[src/hw/rtl/bfsp_ram.sv]
// generic single write port ram with registered read
module bfsp_ram #(
    parameter int WIDTH = 8,
    parameter int DEPTH = 16
) (
    input  logic                     i_clk,
    input  logic                     i_we,
    input  logic [$clog2(DEPTH)-1:0] i_waddr,
    input  logic [WIDTH-1:0]         i_wdata,
    input  logic                     i_re,
    input  logic [$clog2(DEPTH)-1:0] i_raddr,
    output logic [WIDTH-1:0]         o_rdata
);

    logic [WIDTH-1:0] r_mem [DEPTH];
    logic [WIDTH-1:0] r_rdata;

    always_ff @(posedge i_clk) begin
        if (i_we) begin
            r_mem[i_waddr] <= i_wdata;
        end
        if (i_re) begin
            r_rdata <= r_mem[i_raddr];
        end
    end

    assign o_rdata = r_rdata;

endmodule

[config.mk]
export PLATFORM = sky130hd
export DESIGN_NAME = bfsp_ram
export DESIGN_NICKNAME = d
export VERILOG_FILES = /design/src/hw/rtl/bfsp_ram.sv
export SDC_FILE = /design/constraint.sdc
export NUM_CORES = 1
export LEC_CHECK = 0
export ABC_AREA = 1
export BUFFER_PORTS_ARGS = -buffer_cell sky130_fd_sc_hd__clkbuf_2
export CELL_PAD_IN_SITES_DETAIL_PLACEMENT = 0
export CELL_PAD_IN_SITES_GLOBAL_PLACEMENT = 2
export CORE_MARGIN = 2
export CORE_UTILIZATION = 42
export CTS_BUF_LIST = sky130_fd_sc_hd__clkbuf_4
export DETAILED_ROUTE_END_ITERATION = 10
export PLACE_DENSITY = 0.83
export RECOVER_POWER = 50
export SETUP_SLACK_MARGIN = 0.3
export SLEW_MARGIN = 20
export SYNTH_ARGS = -nofsm -noshare
export SYNTH_HDL_FRONTEND = slang
export SYNTH_SLANG_ARGS = --single-unit
[constraint.sdc]
create_clock -name i_clk -period 1.5 [get_ports i_clk]
set_clock_uncertainty 0.05 [all_clocks]
set_input_delay 0.225 -clock i_clk [delete_from_list [all_inputs] [get_ports i_clk]]
set_output_delay 0.225 -clock i_clk [all_outputs]
set_load 0.02 [all_outputs]
# Yosys cells after proc, flatten, opt, wreduce, memory -nomap -nowiden

Memory sizes are Yosys's and may differ from the RTL's. A register that Yosys moved wholly into a read port is not among the register bits.
Index checks and enable logic that the tools add are counted.

Logic and storage cells: 3
Output and inout bits: 8
Memory bits (writable): 128
Flip-flop bits (word level): 0
Memories: 1
Input port bits: 19

Multiplexer cells: 2

Memory list:

| memory | words | width | read ports | clocked after Yosys merged registers in | wr ports | RTL line | source |
|---|---|---|---|---|---|---|---|
| r_mem  | 16    | 8     | 1          | 1                                       | 1        | 15       | `logic [WIDTH-1:0] r_mem [DEPTH];` |

Operators with widths:

| kind             | number |
|---|---|
| 1-bit 2-to-1 mux | 2 |

# Logic depth before layout (Yosys ltp)

Depth in word-level cells: 2
Gate-level depth with buffers: 8
Mapped depth without buffers: 7

# Worst setup path before layout

OpenSTA, ideal clock, no wires.

Path kind: input -> register
Start point: in i_waddr[2]
End point: mem r_mem[10][0], enable pin
Required time: 1,080 ps
Arrival time: 806 ps
Library setup time: 370 ps
Stages on the path: 2
Slack: 274 ps
Cells stage by stage: nand3b_1 > nor2_1

RTL lines:

| element         | RTL line | source |
|---|---|---|
| start, declared | 8        | `input logic [$clog2(DEPTH)-1:0] i_waddr,` |
| end, declared   | 15       |  |

No word-level cell before the write port.

# Worst setup path after layout

Start point: reg r_rdata[6], in the netlist o_rdata[6] (read register of r_mem)
End point: out o_rdata[6]

RTL lines:

| element         | RTL line | source |
|---|---|---|
| start, declared | 16       | `logic [WIDTH-1:0] r_rdata;` |
| end, declared   | 12       | `output logic [WIDTH-1:0] o_rdata` |

No word-level cell between the ends.

==> metrics.md <==
| Metric | Value |
|---|---|
| Status | completed |
| Rel. slew slack | 42.96% |
| Max_cap viols | 0 |
| Synth Area in XOR/XNOR | 0% |
| CP Capture Type | output port |
| Clk_lat worst skew | 0.53 ns |
| Number of global-route vias before repair | 3696 |
| CP max stage delay | 0.48 ns |
| Maximum fanout along the worst path | 1 |
| Fin cells | 791 |
| Synth Area in Simple Gates | 20.76% |
| WHS | 0.1623 ns |
| Largest net degree at the start of global routing | 49 |
| Hold/Removal Path Class | in2reg |
| Post-synth top flop | edfxtp_1 |
| CTS tree | yes |
| CP Launch Type | flip-flop |
| Cell accounting for the most synthesized area | edfxtp_1 |
| Layout Nets | 617 |
| Largest family of logic cells by synthesized area | simple AND/OR/NAND/NOR gates |
| HPWL after DPL | 8325 um |
| Synth cell types | 11 |
| GRT Util Overall | 19.94% |
| Wire length per cell | 16.98 um |
| Area Overhead vs Synth | 13.74% |
| DRT iter0 DRCs | 326 |
| Final WL | 13440 um |
| Number of CTS-inserted buffers | 17 |
| Clock Path Buffers | 2 |
| LEAKAGE | 2.846 nW |
| Compound-gate portion of the synthesized area | 0% |
| Port bufs | 26 |
| Least-Margin Pin Slew | 0.8555 ns |
| Sequential element share of the synthesized area | 69.85% |
| Clk root buf | clkbuf_4 |
| Core box area | 13720 um^2 |
| FMAX | 686.6 MHz |
| Hold Buf Count CTS | 0 |
| Clk sinks | 136 |
| Via/cell ratio | 4.657 |
| Minimum clock period | 1.456 ns |
| Number of flops mapped to enable cells by yosys | 136 |
| DP Cell Count | 759 |
| Mux contribution to synthesized area | 0% |
| Wire length of the first global-routing pass | 21030 um |
| Pwr Density | 1053 nW/um^2 |
| Die area | 14880 um^2 |
| Worst path bufs/invs | 1 |
| Most common cell in the netlist | nand2_1 |
| Clock slew seen by the registers of the worst setup and hold paths | 0.10 ns |
| CP required | 1.22 ns |
| RSZ-0062 raised after global routing | true |
| First drt pass iteration count | 4 |
| Fraction of registers with async set/reset | 0% |
| Worst vdd ir | 0.4554 mV |
| CP Data Arrival Time | 1.18 ns |
| GR Overflow Total | 0 |
| Period utilisation layout | 97.09% |
| DRC errors left | 0 |
| Mapped Cells | 551 |
| Vias | 3684 |
| CP Cell Sequence | buf_6 |
| Kind of critical path | reg2out |
| Avg Cell Area, Syn | 10.61 um^2 |
| Chip Width | 122.0 um |
| Final Wtd Congestion | 0.7343 |
| Syn nets | 570 |
| Slew Viols, Final | 0 |
| Slowest CP cell | edfxtp_1 |
| Boundary Pins | 27 |
| Synth top area cells | edfxtp_1 (70%), nand2_1 (11%), nand3_1 (8.3%) |
| Adder-Cell Fraction of Synth Area | 0% |
| Post-Syn Area | 5847 um^2 |
| Rows | 43 |
| Antenna-violating nets left | 0 |
| Final setup vio count | 0 |
| Die Height | 122.0 um |
| Max H-tree Level | 4 |
| Top-area cell type share of the netlist area | 69.85% |
| Final hold vios | 0 |
| Ant diodes | 0 |
| Initial antenna violation count | 0 |
| Layout cells sized above 1 | 13.09% |
| #FFs+latches synth | 136 |
| Synthesis Warnings | 0 |
| Starting Density | 42.62% |
| Post-synth top cells | nand2_1 (173), edfxtp_1 (136), inv_1 (100) |
| Crit path max-delay family | flip-flops |
## cell usage in the layout (no fill, tap or decap), types with 8 or more instances in the layout
cell type,instances
buf_4,19
clkbuf_1,11
clkbuf_2,8
clkbuf_4,25
edfxtp_1,136
inv_1,100
nand2_1,173
nand3_1,86
nand3_2,11
nor2_1,17
## cell type report
class | count | area (um^2)
timing repair buffer | 52 | 449.2
clock buffer | 25 | 187.7
sequential | 136 | 4084
clock inverter | 7 | 52.55
multi-input combinational | 289 | 1269
tap | 180 | 225.2
inverter | 102 | 382.9
fill | 1288 | 7069
## metrics by stage
step	setup TNS (ns)	cell area [um^2]	worst slack, ns	util, %	total power [W]
floorplan	0	5847	0.2742	-	0.004704
global placement	-0.1503	6306	-0.04480	45.96	0.004946
finish	0	6650	0.04365	48.47	0.007003
CTS	-0.01705	6599	-0.01705	48.10	0.007077
detailed placement	-0.2947	6306	-0.07987	45.96	0.004952
global route	-0.007781	6650	-0.007781	48.47	0.007287
## where the power goes
| part | internal [W] | switching (W) |
|---|---|---|
| Sequential | 0.00428 | 0.0000305 |
| Clock | 0.000940 | 0.00117 |
| Combinational | 0.000199 | 0.000384 |
| Total | 0.00541 | 0.00159 |
## what timing repair did
| item | 4_1_cts | 5_1_grt |
|---|---|---|
| endpoints found under the hold margin | 0 | 0 |
| setup endpoints to repair | 8 | 13 |
| cloned | 0 | 0 |
| buffers inserted | 0 | 0 |
| resized for setup | 12 | 17 |
## worst paths after layout
check	from	end	slack, ns	depth (start not counted)
worst max-delay path	o_rdata[6]	o_rdata[6]	0.04	1
worst min-delay path	i_raddr[2]	o_rdata[3]	0.16	4
worst max register to register	r_mem[5][4]	o_rdata[4]	0.38	6
worst min register to register	r_mem[10][6]	o_rdata[6]	0.70	6
## registers in the layout (all words and copies together) (netlist names)
register and flops:
o_rdata 8, r_mem 128
## layer usage
metal,up-vias,global-route usage (%),part of all wire [%]
li1,1872,-,-
met1,1714,26.31,44
met2,86,32.61,50
met3,12,4.120,5.5
met4,0,7.471,1.2
met5,-,0,0
## logic make-up (layout without fill, tap and decap cells)
family                 count (synthesis)  in the layout
buffers and inverters                126            186
DFF                                  136            136
and+or+nand+nor                      289            289
No activity file was read; power rests on OpenSTA's default activity.
